$ cat config.mk
export PLATFORM = sky130hd
export DESIGN_NAME = archive_record_deframe_decrypt
export DESIGN_NICKNAME = d
export VERILOG_FILES = /design/src/arrd_pkg.sv /design/src/arrd_key.sv /design/src/arrd_parse.sv /design/src/archive_record_deframe_decrypt.sv
export SDC_FILE = /design/constraint.sdc
export NUM_CORES = 1
export LEC_CHECK = 0
export ABC_AREA = 1
export BUFFER_PORTS_ARGS = -buffer_cell sky130_fd_sc_hd__buf_2
export CORE_ASPECT_RATIO = 1.75
export CORE_MARGIN = 3
export CORE_UTILIZATION = 55
export DETAILED_ROUTE_END_ITERATION = 7
export GPL_TIMING_DRIVEN = 0
export PLACE_DENSITY = 0.83
export SLEW_MARGIN = 20
export SYNTH_ARGS = -nofsm -noshare
export SYNTH_HDL_FRONTEND = slang
export SYNTH_SLANG_ARGS = --single-unit
$ cat constraint.sdc
create_clock -name clk -period 5.21 [get_ports clk]
set_input_delay 1.042 -clock clk [delete_from_list [all_inputs] [get_ports clk]]
set_output_delay 1.042 -clock clk [all_outputs]
set_load 0.005 [all_outputs]
$ cat src/arrd_pkg.sv
// ----------------------------------------------------------------------------
// arrd_pkg
// Shared types and constants of the archive record deframer and decrypter.
// ----------------------------------------------------------------------------
package arrd_pkg;

	localparam int CFG_DATA_W = 64;
	localparam int CFG_IDX_W  = 3;

	// configuration register indexes
	localparam logic [CFG_IDX_W-1:0] REG_KEY_LENGTH    = 3'd0;
	localparam logic [CFG_IDX_W-1:0] REG_KEY_LOW       = 3'd1;
	localparam logic [CFG_IDX_W-1:0] REG_KEY_MID_LOW   = 3'd2;
	localparam logic [CFG_IDX_W-1:0] REG_KEY_MID_HIGH  = 3'd3;
	localparam logic [CFG_IDX_W-1:0] REG_KEY_HIGH      = 3'd4;

	localparam logic [5:0] KEY_LENGTH_RESET = 6'd15;

	// result kinds
	localparam logic [1:0] KIND_NAME    = 2'd0;
	localparam logic [1:0] KIND_CONTENT = 2'd1;
	localparam logic [1:0] KIND_EMPTY   = 2'd2;
	localparam logic [1:0] KIND_STATUS  = 2'd3;

	// error codes
	localparam logic [1:0] ERR_NONE    = 2'd0;
	localparam logic [1:0] ERR_TRUNC   = 2'd1;
	localparam logic [1:0] ERR_BAD_LEN = 2'd2;

	// -1111 as a 32-bit word
	localparam logic [31:0] START_MARK = 32'hFFFF_FBA9;

	localparam logic [1:0] LAST_BYTE_IN_WORD = 2'd3;

	typedef enum logic [4:0] {
		PH_NAMELEN = 5'b00001,
		PH_SKIP    = 5'b00010,
		PH_NAME    = 5'b00100,
		PH_COUNT   = 5'b01000,
		PH_CONTENT = 5'b10000
	} phase_t;

	typedef struct packed {
		logic [7:0] out_byte;
		logic [1:0] item_kind;
		logic       last_of_run;
		logic [1:0] error_code;
	} result_t;

endpackage

$ cat src/arrd_key.sv
// ----------------------------------------------------------------------------
// arrd_key
// Key length and key character registers, with the clamped key length and
// the key character lookup for the decrypt path.
// ----------------------------------------------------------------------------
module arrd_key #(
	parameter int KEY_MAX_BYTES = 32
) (
	input  logic                                clk,
	input  logic                                arst_n,
	input  logic                                cfg_we,
	input  logic [arrd_pkg::CFG_IDX_W-1:0]      cfg_index,
	input  logic [arrd_pkg::CFG_DATA_W-1:0]     cfg_data,
	input  logic [$clog2(KEY_MAX_BYTES)-1:0]    key_idx,
	output logic [7:0]                          key_char,
	output logic [$clog2(KEY_MAX_BYTES+1)-1:0]  key_len
);

	localparam int LEN_W = $clog2(KEY_MAX_BYTES + 1);

	logic [5:0] key_length_q;
	logic [7:0] key_q [KEY_MAX_BYTES];

	always_ff @(posedge clk or negedge arst_n) begin
		if (!arst_n) begin
			key_length_q <= arrd_pkg::KEY_LENGTH_RESET;
		end else if (cfg_we && cfg_index == arrd_pkg::REG_KEY_LENGTH) begin
			key_length_q <= cfg_data[5:0];
		end
	end

	for (genvar i = 0; i < KEY_MAX_BYTES; i++) begin : g_key
		localparam int BANK = i / 8;
		localparam int LANE = i % 8;
		localparam logic [arrd_pkg::CFG_IDX_W-1:0] MY_REG =
			arrd_pkg::CFG_IDX_W'(int'(arrd_pkg::REG_KEY_LOW) + BANK);

		always_ff @(posedge clk or negedge arst_n) begin
			if (!arst_n) begin
				key_q[i] <= 8'd0;
			end else if (cfg_we && cfg_index == MY_REG) begin
				key_q[i] <= cfg_data[LANE*8 +: 8];
			end
		end
	end

	// zero acts as one, anything past the key store acts as its size
	always_comb begin
		if (key_length_q == 6'd0) begin
			key_len = LEN_W'(1);
		end else if (int'(key_length_q) > KEY_MAX_BYTES) begin
			key_len = LEN_W'(KEY_MAX_BYTES);
		end else begin
			key_len = LEN_W'(key_length_q);
		end
	end

	assign key_char = key_q[key_idx];

endmodule

$ cat src/arrd_parse.sv
// ----------------------------------------------------------------------------
// arrd_parse
// Record parser state and one-beat decode: word assembly, phase tracking,
// name pass-through and content decryption.
// ----------------------------------------------------------------------------
module arrd_parse #(
	parameter int KEY_MAX_BYTES = 32
) (
	input  logic                                clk,
	input  logic                                arst_n,
	input  logic                                fire,
	input  logic [7:0]                          data_byte,
	input  logic                                stream_end,
	input  logic [7:0]                          key_char,
	input  logic [$clog2(KEY_MAX_BYTES+1)-1:0]  key_len,
	output logic [$clog2(KEY_MAX_BYTES)-1:0]    key_idx,
	output logic                                res_valid,
	output arrd_pkg::result_t                   res
);

	localparam int KP_W  = $clog2(KEY_MAX_BYTES);
	localparam int LEN_W = $clog2(KEY_MAX_BYTES + 1);

	arrd_pkg::phase_t phase_q, phase_d;
	logic [1:0]       biw_q, biw_d;
	logic [23:0]      wa_q, wa_d;
	logic [31:0]      left_q, left_d;
	logic [KP_W-1:0]  kp_q, kp_d;
	logic             start_q, start_d;
	logic             halted_q, halted_d;

	logic [31:0]      word;
	logic             last;
	logic [LEN_W-1:0] idx_inc;

	assign word = {data_byte, wa_q};
	assign last = (left_q <= 32'd1);

	// key index restarts when the key length shrank below it
	assign key_idx = (LEN_W'(kp_q) < key_len) ? kp_q : '0;
	assign idx_inc = LEN_W'(key_idx) + LEN_W'(1);

	always_comb begin
		phase_d   = phase_q;
		biw_d     = biw_q;
		wa_d      = wa_q;
		left_d    = left_q;
		kp_d      = kp_q;
		start_d   = start_q;
		halted_d  = halted_q;
		res_valid = 1'b0;
		res       = '0;

		if (stream_end) begin
			res_valid     = 1'b1;
			res.item_kind = arrd_pkg::KIND_STATUS;
			if (halted_q) begin
				res.error_code = arrd_pkg::ERR_BAD_LEN;
			end else if (phase_q == arrd_pkg::PH_NAMELEN && biw_q == 2'd0) begin
				res.error_code = arrd_pkg::ERR_NONE;
			end else begin
				res.error_code = arrd_pkg::ERR_TRUNC;
			end
			phase_d  = arrd_pkg::PH_NAMELEN;
			biw_d    = 2'd0;
			wa_d     = '0;
			left_d   = '0;
			kp_d     = '0;
			start_d  = 1'b1;
			halted_d = 1'b0;
		end else if (halted_q) begin
			// drop bytes until the end of the archive
		end else if (phase_q == arrd_pkg::PH_NAME) begin
			left_d          = left_q - 32'd1;
			res_valid       = 1'b1;
			res.out_byte    = data_byte;
			res.item_kind   = arrd_pkg::KIND_NAME;
			res.last_of_run = last;
			if (last) begin
				phase_d = arrd_pkg::PH_COUNT;
			end
		end else if (biw_q != arrd_pkg::LAST_BYTE_IN_WORD) begin
			unique case (biw_q)
				2'd0:    wa_d[7:0]   = data_byte;
				2'd1:    wa_d[15:8]  = data_byte;
				default: wa_d[23:16] = data_byte;
			endcase
			biw_d = biw_q + 2'd1;
		end else begin
			biw_d = 2'd0;
			unique case (phase_q)
				arrd_pkg::PH_SKIP: begin
					phase_d = arrd_pkg::PH_NAMELEN;
				end
				arrd_pkg::PH_NAMELEN: begin
					start_d = 1'b0;
					if (start_q && word == arrd_pkg::START_MARK) begin
						phase_d = arrd_pkg::PH_SKIP;
					end else if (word[31]) begin
						halted_d       = 1'b1;
						res_valid      = 1'b1;
						res.item_kind  = arrd_pkg::KIND_STATUS;
						res.error_code = arrd_pkg::ERR_BAD_LEN;
					end else if (word == 32'd0) begin
						phase_d = arrd_pkg::PH_COUNT;
					end else begin
						left_d  = word;
						phase_d = arrd_pkg::PH_NAME;
					end
				end
				arrd_pkg::PH_COUNT: begin
					if (word == 32'd0 || word[31]) begin
						phase_d       = arrd_pkg::PH_NAMELEN;
						res_valid     = 1'b1;
						res.item_kind = arrd_pkg::KIND_EMPTY;
					end else begin
						left_d  = word;
						kp_d    = '0;
						phase_d = arrd_pkg::PH_CONTENT;
					end
				end
				arrd_pkg::PH_CONTENT: begin
					// only the first byte of the word carries data
					res_valid       = 1'b1;
					res.out_byte    = wa_q[7:0] - key_char;
					res.item_kind   = arrd_pkg::KIND_CONTENT;
					res.last_of_run = last;
					left_d          = left_q - 32'd1;
					kp_d            = (idx_inc >= key_len) ? '0 : KP_W'(idx_inc);
					if (last) begin
						phase_d = arrd_pkg::PH_NAMELEN;
						kp_d    = '0;
					end
				end
				default: begin
				end
			endcase
		end
	end

	always_ff @(posedge clk or negedge arst_n) begin
		if (!arst_n) begin
			phase_q  <= arrd_pkg::PH_NAMELEN;
			biw_q    <= 2'd0;
			wa_q     <= '0;
			left_q   <= '0;
			kp_q     <= '0;
			start_q  <= 1'b1;
			halted_q <= 1'b0;
		end else if (fire) begin
			phase_q  <= phase_d;
			biw_q    <= biw_d;
			wa_q     <= wa_d;
			left_q   <= left_d;
			kp_q     <= kp_d;
			start_q  <= start_d;
			halted_q <= halted_d;
		end
	end

endmodule

$ cat src/archive_record_deframe_decrypt.sv
// ----------------------------------------------------------------------------
// archive_record_deframe_decrypt
// Byte-stream record deframer with per-word key subtraction on content.
// ----------------------------------------------------------------------------
// Takes one archive byte per beat and sustains one beat per cycle on the input
// side while the output is not stalled. A byte passes an input register, is
// decoded combinationally against the parser state and lands in the result
// register when it fires; the parser state update on each fired byte is what
// sets the rate. Bytes that complete no record field give no result. The input
// register still takes one more beat while a finished result waits on a stalled
// output, then stalls. Write the key registers only while the block is idle.
module archive_record_deframe_decrypt #(
	parameter int KEY_MAX_BYTES = 32
) (
	input  logic                             clk,
	input  logic                             arst_n,
	input  logic                             in_valid,
	output logic                             in_stall,
	input  logic [7:0]                       data_byte,
	input  logic                             stream_end,
	output logic                             out_valid,
	input  logic                             out_stall,
	output logic [7:0]                       out_byte,
	output logic [1:0]                       item_kind,
	output logic                             last_of_run,
	output logic [1:0]                       error_code,
	input  logic                             cfg_we,
	input  logic [arrd_pkg::CFG_IDX_W-1:0]   cfg_index,
	input  logic [arrd_pkg::CFG_DATA_W-1:0]  cfg_data
);

	localparam int KP_W  = $clog2(KEY_MAX_BYTES);
	localparam int LEN_W = $clog2(KEY_MAX_BYTES + 1);

	logic              valid_s1;
	logic [7:0]        byte_s1;
	logic              end_s1;
	logic              valid_s2;
	arrd_pkg::result_t res_s2;

	logic              s2_ready;
	logic              fire;
	logic              res_valid;
	arrd_pkg::result_t res;
	logic [KP_W-1:0]   key_idx;
	logic [7:0]        key_char;
	logic [LEN_W-1:0]  key_len;

	assign s2_ready = !valid_s2 || !out_stall;
	assign fire     = valid_s1 && s2_ready;
	assign in_stall = valid_s1 && !s2_ready;

	// input register
	always_ff @(posedge clk or negedge arst_n) begin
		if (!arst_n) begin
			valid_s1 <= 1'b0;
		end else if (in_valid && !in_stall) begin
			valid_s1 <= 1'b1;
		end else if (fire) begin
			valid_s1 <= 1'b0;
		end
	end

	always_ff @(posedge clk) begin
		if (in_valid && !in_stall) begin
			byte_s1 <= data_byte;
			end_s1  <= stream_end;
		end
	end

	arrd_key #(
		.KEY_MAX_BYTES(KEY_MAX_BYTES)
	) u_key (
		.clk      (clk),
		.arst_n   (arst_n),
		.cfg_we   (cfg_we),
		.cfg_index(cfg_index),
		.cfg_data (cfg_data),
		.key_idx  (key_idx),
		.key_char (key_char),
		.key_len  (key_len)
	);

	arrd_parse #(
		.KEY_MAX_BYTES(KEY_MAX_BYTES)
	) u_parse (
		.clk       (clk),
		.arst_n    (arst_n),
		.fire      (fire),
		.data_byte (byte_s1),
		.stream_end(end_s1),
		.key_char  (key_char),
		.key_len   (key_len),
		.key_idx   (key_idx),
		.res_valid (res_valid),
		.res       (res)
	);

	// result register
	always_ff @(posedge clk or negedge arst_n) begin
		if (!arst_n) begin
			valid_s2 <= 1'b0;
		end else if (s2_ready) begin
			valid_s2 <= fire && res_valid;
		end
	end

	always_ff @(posedge clk) begin
		if (s2_ready && fire && res_valid) begin
			res_s2 <= res;
		end
	end

	assign out_valid   = valid_s2;
	assign out_byte    = res_s2.out_byte;
	assign item_kind   = res_s2.item_kind;
	assign last_of_run = res_s2.last_of_run;
	assign error_code  = res_s2.error_code;

endmodule
==> summary.json <==
{
  "outcome": {
    "outcome": "complete, no violations"
  },
  "clock_network": {
    "h_tree_depth_reported_by_cts": 2,
    "clock_latency_ps": 550,
    "tritoncts.num_buffers": 35,
    "worst_setup_hold_path_clk_slew_ps": 70,
    "tritoncts": "done",
    "cts.sink_count": 356,
    "max-clock-path-buffers": 3,
    "cell_at_the_root_of_the_clock_tree": "sky130_fd_sc_hd__clkbuf_16",
    "cts_hold_repair.buffers": 0
  },
  "logic_synthesis": {
    "synth-warning-count": 0,
    "syn_avg_cell_area_um2": 8.19,
    "synthAdderAreaFrac": 0.0181,
    "ys_seq_elements": 356,
    "synth_largest_area_cell": "sky130_fd_sc_hd__dfrtp_1",
    "synth-compound-area-share": 0.139,
    "muxShareOfSynthArea": 0,
    "synth_top_family_by_area": "simple AND/OR/NAND/NOR gates",
    "synth_area_leaders": "sky130_fd_sc_hd__dfrtp_1 (46%), sky130_fd_sc_hd__nand2_1 (13%), sky130_fd_sc_hd__o21ai_0 (9.6%)",
    "mappedNetlistArea_um2": 17700,
    "synth.most_common_cell": "sky130_fd_sc_hd__nand2_1",
    "post_synth_inst_count": 2157,
    "synth_seq_area_share": 0.511,
    "synth.distinct_cells": 57,
    "synth_top_cell_area_share": 0.465,
    "synth-xor-area-share": 0.0109,
    "synth-simple-area-share": 0.256,
    "yosys-top-cells-count": "sky130_fd_sc_hd__nand2_1 (620), sky130_fd_sc_hd__o21ai_0 (340), sky130_fd_sc_hd__dfrtp_1 (328)",
    "synthesis.nets": 2263,
    "asyncSetResetFlopFracSynth": 0.938,
    "synth_edf_count": 22,
    "dominantRegCellSynth": "sky130_fd_sc_hd__dfrtp_1"
  },
  "power": {
    "power_leakage_nw": 9.48,
    "worst_ir_drop_vdd_mv": 0.478,
    "power_density_nw_per_um2": 469
  },
  "sta": {
    "timing_hold_violations_final": 0,
    "timing.final.crit_period_ps": 4950,
    "max_slew.worst_pin.slew_ps": 1080,
    "clock_skew_ps": 15.5,
    "period_share": 0.951,
    "report.final.slew_viol_count": 0,
    "maxSlewHeadroom": 0.276,
    "report.final.setup_viol": 0,
    "grt_setup_unrepaired": "false",
    "worst_hold_margin_ps": 386,
    "fmax_ghz": 0.202
  },
  "place": {
    "place.gp.congestion": 1.05,
    "post-place-cells": 2651,
    "detailedPlacementHpwl_mm": 48.3,
    "portBuffers": 95
  },
  "drt": {
    "detailedRoute.firstPassIterationCount": 6,
    "final_antenna_net_count": 0,
    "drt_iter0_markers": 1642,
    "avgRoutedWirePerCell_um": 24.0,
    "dr_total_vias": 16800,
    "routed_wl_mm": 65.3,
    "drt-vias-per-instance": 6.17,
    "detail_route.drc_violations": 0
  },
  "final_layout": {
    "fin_nets": 2402,
    "sequential_cell_area_um2": 9030,
    "finish.utilization": 0.639,
    "multi_input_area_um2": 7600,
    "stdcell_count": 2719,
    "fraction_of_layout_instances_using_a_drive_strength_above_1": 0.119,
    "area_growth_pct": 14.4,
    "antenna-diode-count": 0,
    "n_fill_cell": 2809
  },
  "floorplanning": {
    "fp.dieArea_um2": 34400,
    "core_region_area_um2": 31600,
    "die_w_um": 141,
    "io_pins": 96,
    "number_of_standard_cell_rows_in_the_floorplan": 86,
    "starting_density_of_the_core": 0.558,
    "die_height_um": 243
  },
  "worst_setup_path": {
    "slowest_stage": "sky130_fd_sc_hd__dfstp_2",
    "critical_path_capture_point_type": "flop",
    "critical_path.most_common_cell": "sky130_fd_sc_hd__nand2_1",
    "worst_setup_path_start_kind": "flop",
    "delay_contributed_by_the_slowest_stage_of_the_critical_path_ps": 380,
    "setup.worst_path.class": "flop to flop",
    "timing.critical_path.fanout_max": 10,
    "cp_data_required_time_ps": 5490,
    "critPathArrivalTime_ps": 5230
  },
  "global_routing": {
    "grt_pass1_vias": 17000,
    "grt-ovfl-total": 0,
    "globalRouteTotalUtil": 0.382,
    "wire_length_of_the_first_global_routing_pass_mm": 99.0,
    "grt_max_degree": 101,
    "grt_antenna_before_repair": 0
  },
  "job": {
    "max_cap_viol_count": 0
  },
  "worst_hold_path": {
    "worstHoldPathType": "primary input to async pin"
  }
}
-- cells by family (layout without fill, tap and decap cells) --
kind of cell               after synthesis  in the layout
AOI/OAI and AO/OA                      450            450
and+or+nand+nor                       1025           1025
DFF                                    356            356
buffers and inverters                  279            445
xor gates and xnor gates                22             22
adders and majority gates               25             25
-- registers in the layout, summed over array words and instances (netlist names), 5 cells and up --
register	cells
u_parse.left_q	32
u_key.key_length_q	6
out_byte	8
u_key.key_q	256
byte_s1	8
u_parse.wa_q	24
u_parse.phase_q	5
u_parse.kp_q	5
-- critical path: cells and delay by family (launching register included) --
kind	cells	cell delay, ps
and+or+nand+nor	14	1520
DFF	1	380
buffers and inverters	4	560
AOI/OAI and AO/OA	10	1480
adders and majority gates	2	440
xor gates and xnor gates	1	230
-- worst paths after layout --
check                                      startpoint               end  slack, ps  cells after the start
worst max-delay path            u_key.key_length_q[2]       out_byte[7]        260                     31
worst min-delay path                           arst_n   u_key.key_q[11]        390                      1
worst max register to register  u_key.key_length_q[2]       out_byte[7]        260                     31
worst min register to register        u_key.key_q[38]   u_key.key_q[38]        480                      2
max in group asynchronous                      arst_n  u_key.key_q[180]       3540                      3
min in group clk                      u_key.key_q[38]   u_key.key_q[38]        480                      2
-- power breakdown --
| group | total [mW] | internal [mW] | switching, mW |
|---|---|---|---|
| sequential | 3.97 | 3.42 | 0.551 |
| combinational | 2.75 | 0.966 | 1.78 |
| clock | 2.77 | 1.61 | 1.16 |
-- cell type report --
cell class                      instances  area share
Buffer                                126      0.0335
Tap cell                              396      0.0245
Inverter                              153      0.0288
Timing Repair Buffer                  102      0.0296
Clock inverter                         15      0.0113
Sequential cell                       356       0.447
Multi-Input combinational cell       1522       0.376
Clock buffer                           49      0.0495
-- layer usage --
| metal | wire, um | up-vias | GRT usage |
|---|---|---|---|
| li1 | - | 7447 | - |
| met1 | 21000 | 7974 | 0.399 |
| met2 | 32000 | 978 | 0.643 |
| met3 | 4730 | 364 | 0.0668 |
| met4 | 7590 | 0 | 0.346 |
| met5 | 0 | - | 0 |
-- metrics by stage --
stage | area, um2 | setup WS (ps) | total power [mW] | setup TNS [ps]
final | 20200 | 256 | 9.48 | 0
after global routing | 20200 | 8.23 | 9.95 | 0
after CTS | 20000 | 6.29 | 9.35 | 0
after detailed placement | 18700 | -327 | 6.60 | -357
after global placement | 18600 | -3090 | 6.49 | -1008610
after floorplan | 17700 | 1080 | 5.67 | 0
-- placed cells by master (no fill, tap or decap), types with 5 or more instances in the layout --
master	Yosys	final
sky130_fd_sc_hd__clkbuf_8	0	5
sky130_fd_sc_hd__nor2_2	7	9
sky130_fd_sc_hd__clkbuf_1	76	80
sky130_fd_sc_hd__nand4_1	24	24
sky130_fd_sc_hd__nor3_1	9	9
sky130_fd_sc_hd__nand3_1	223	215
sky130_fd_sc_hd__nor2_1	68	65
sky130_fd_sc_hd__or2_1	22	22
sky130_fd_sc_hd__nand2_1	620	619
sky130_fd_sc_hd__edfxtp_1	22	22
sky130_fd_sc_hd__o211ai_1	45	45
sky130_fd_sc_hd__dfstp_2	6	6
sky130_fd_sc_hd__nor4_1	12	12
sky130_fd_sc_hd__buf_4	5	14
sky130_fd_sc_hd__o21ai_0	340	338
sky130_fd_sc_hd__buf_6	4	14
sky130_fd_sc_hd__ha_1	24	23
sky130_fd_sc_hd__clkbuf_4	0	6
sky130_fd_sc_hd__o21a_1	6	6
sky130_fd_sc_hd__inv_1	148	147
sky130_fd_sc_hd__a21oi_1	18	18
sky130_fd_sc_hd__xor2_1	18	17
sky130_fd_sc_hd__clkbuf_16	0	36
sky130_fd_sc_hd__o22ai_1	12	12
sky130_fd_sc_hd__dfrtp_1	328	328
sky130_fd_sc_hd__o21ai_1	9	10
sky130_fd_sc_hd__buf_2	39	113
sky130_fd_sc_hd__a31oi_1	7	5
sky130_fd_sc_hd__or2_2	7	7
sky130_fd_sc_hd__bufinv_16	0	5
sky130_fd_sc_hd__nand3_2	3	10
-- repair_timing --
item | CTS | global route
buffers inserted | 1 | 3
gates resized for setup | 23 | 52
gates cloned | 0 | 0
setup endpoints to repair | 2 | 3
endpoints found under the hold margin | 0 | 0
pin swaps | 0 | 6
Power figures use the tool's default switching activity.
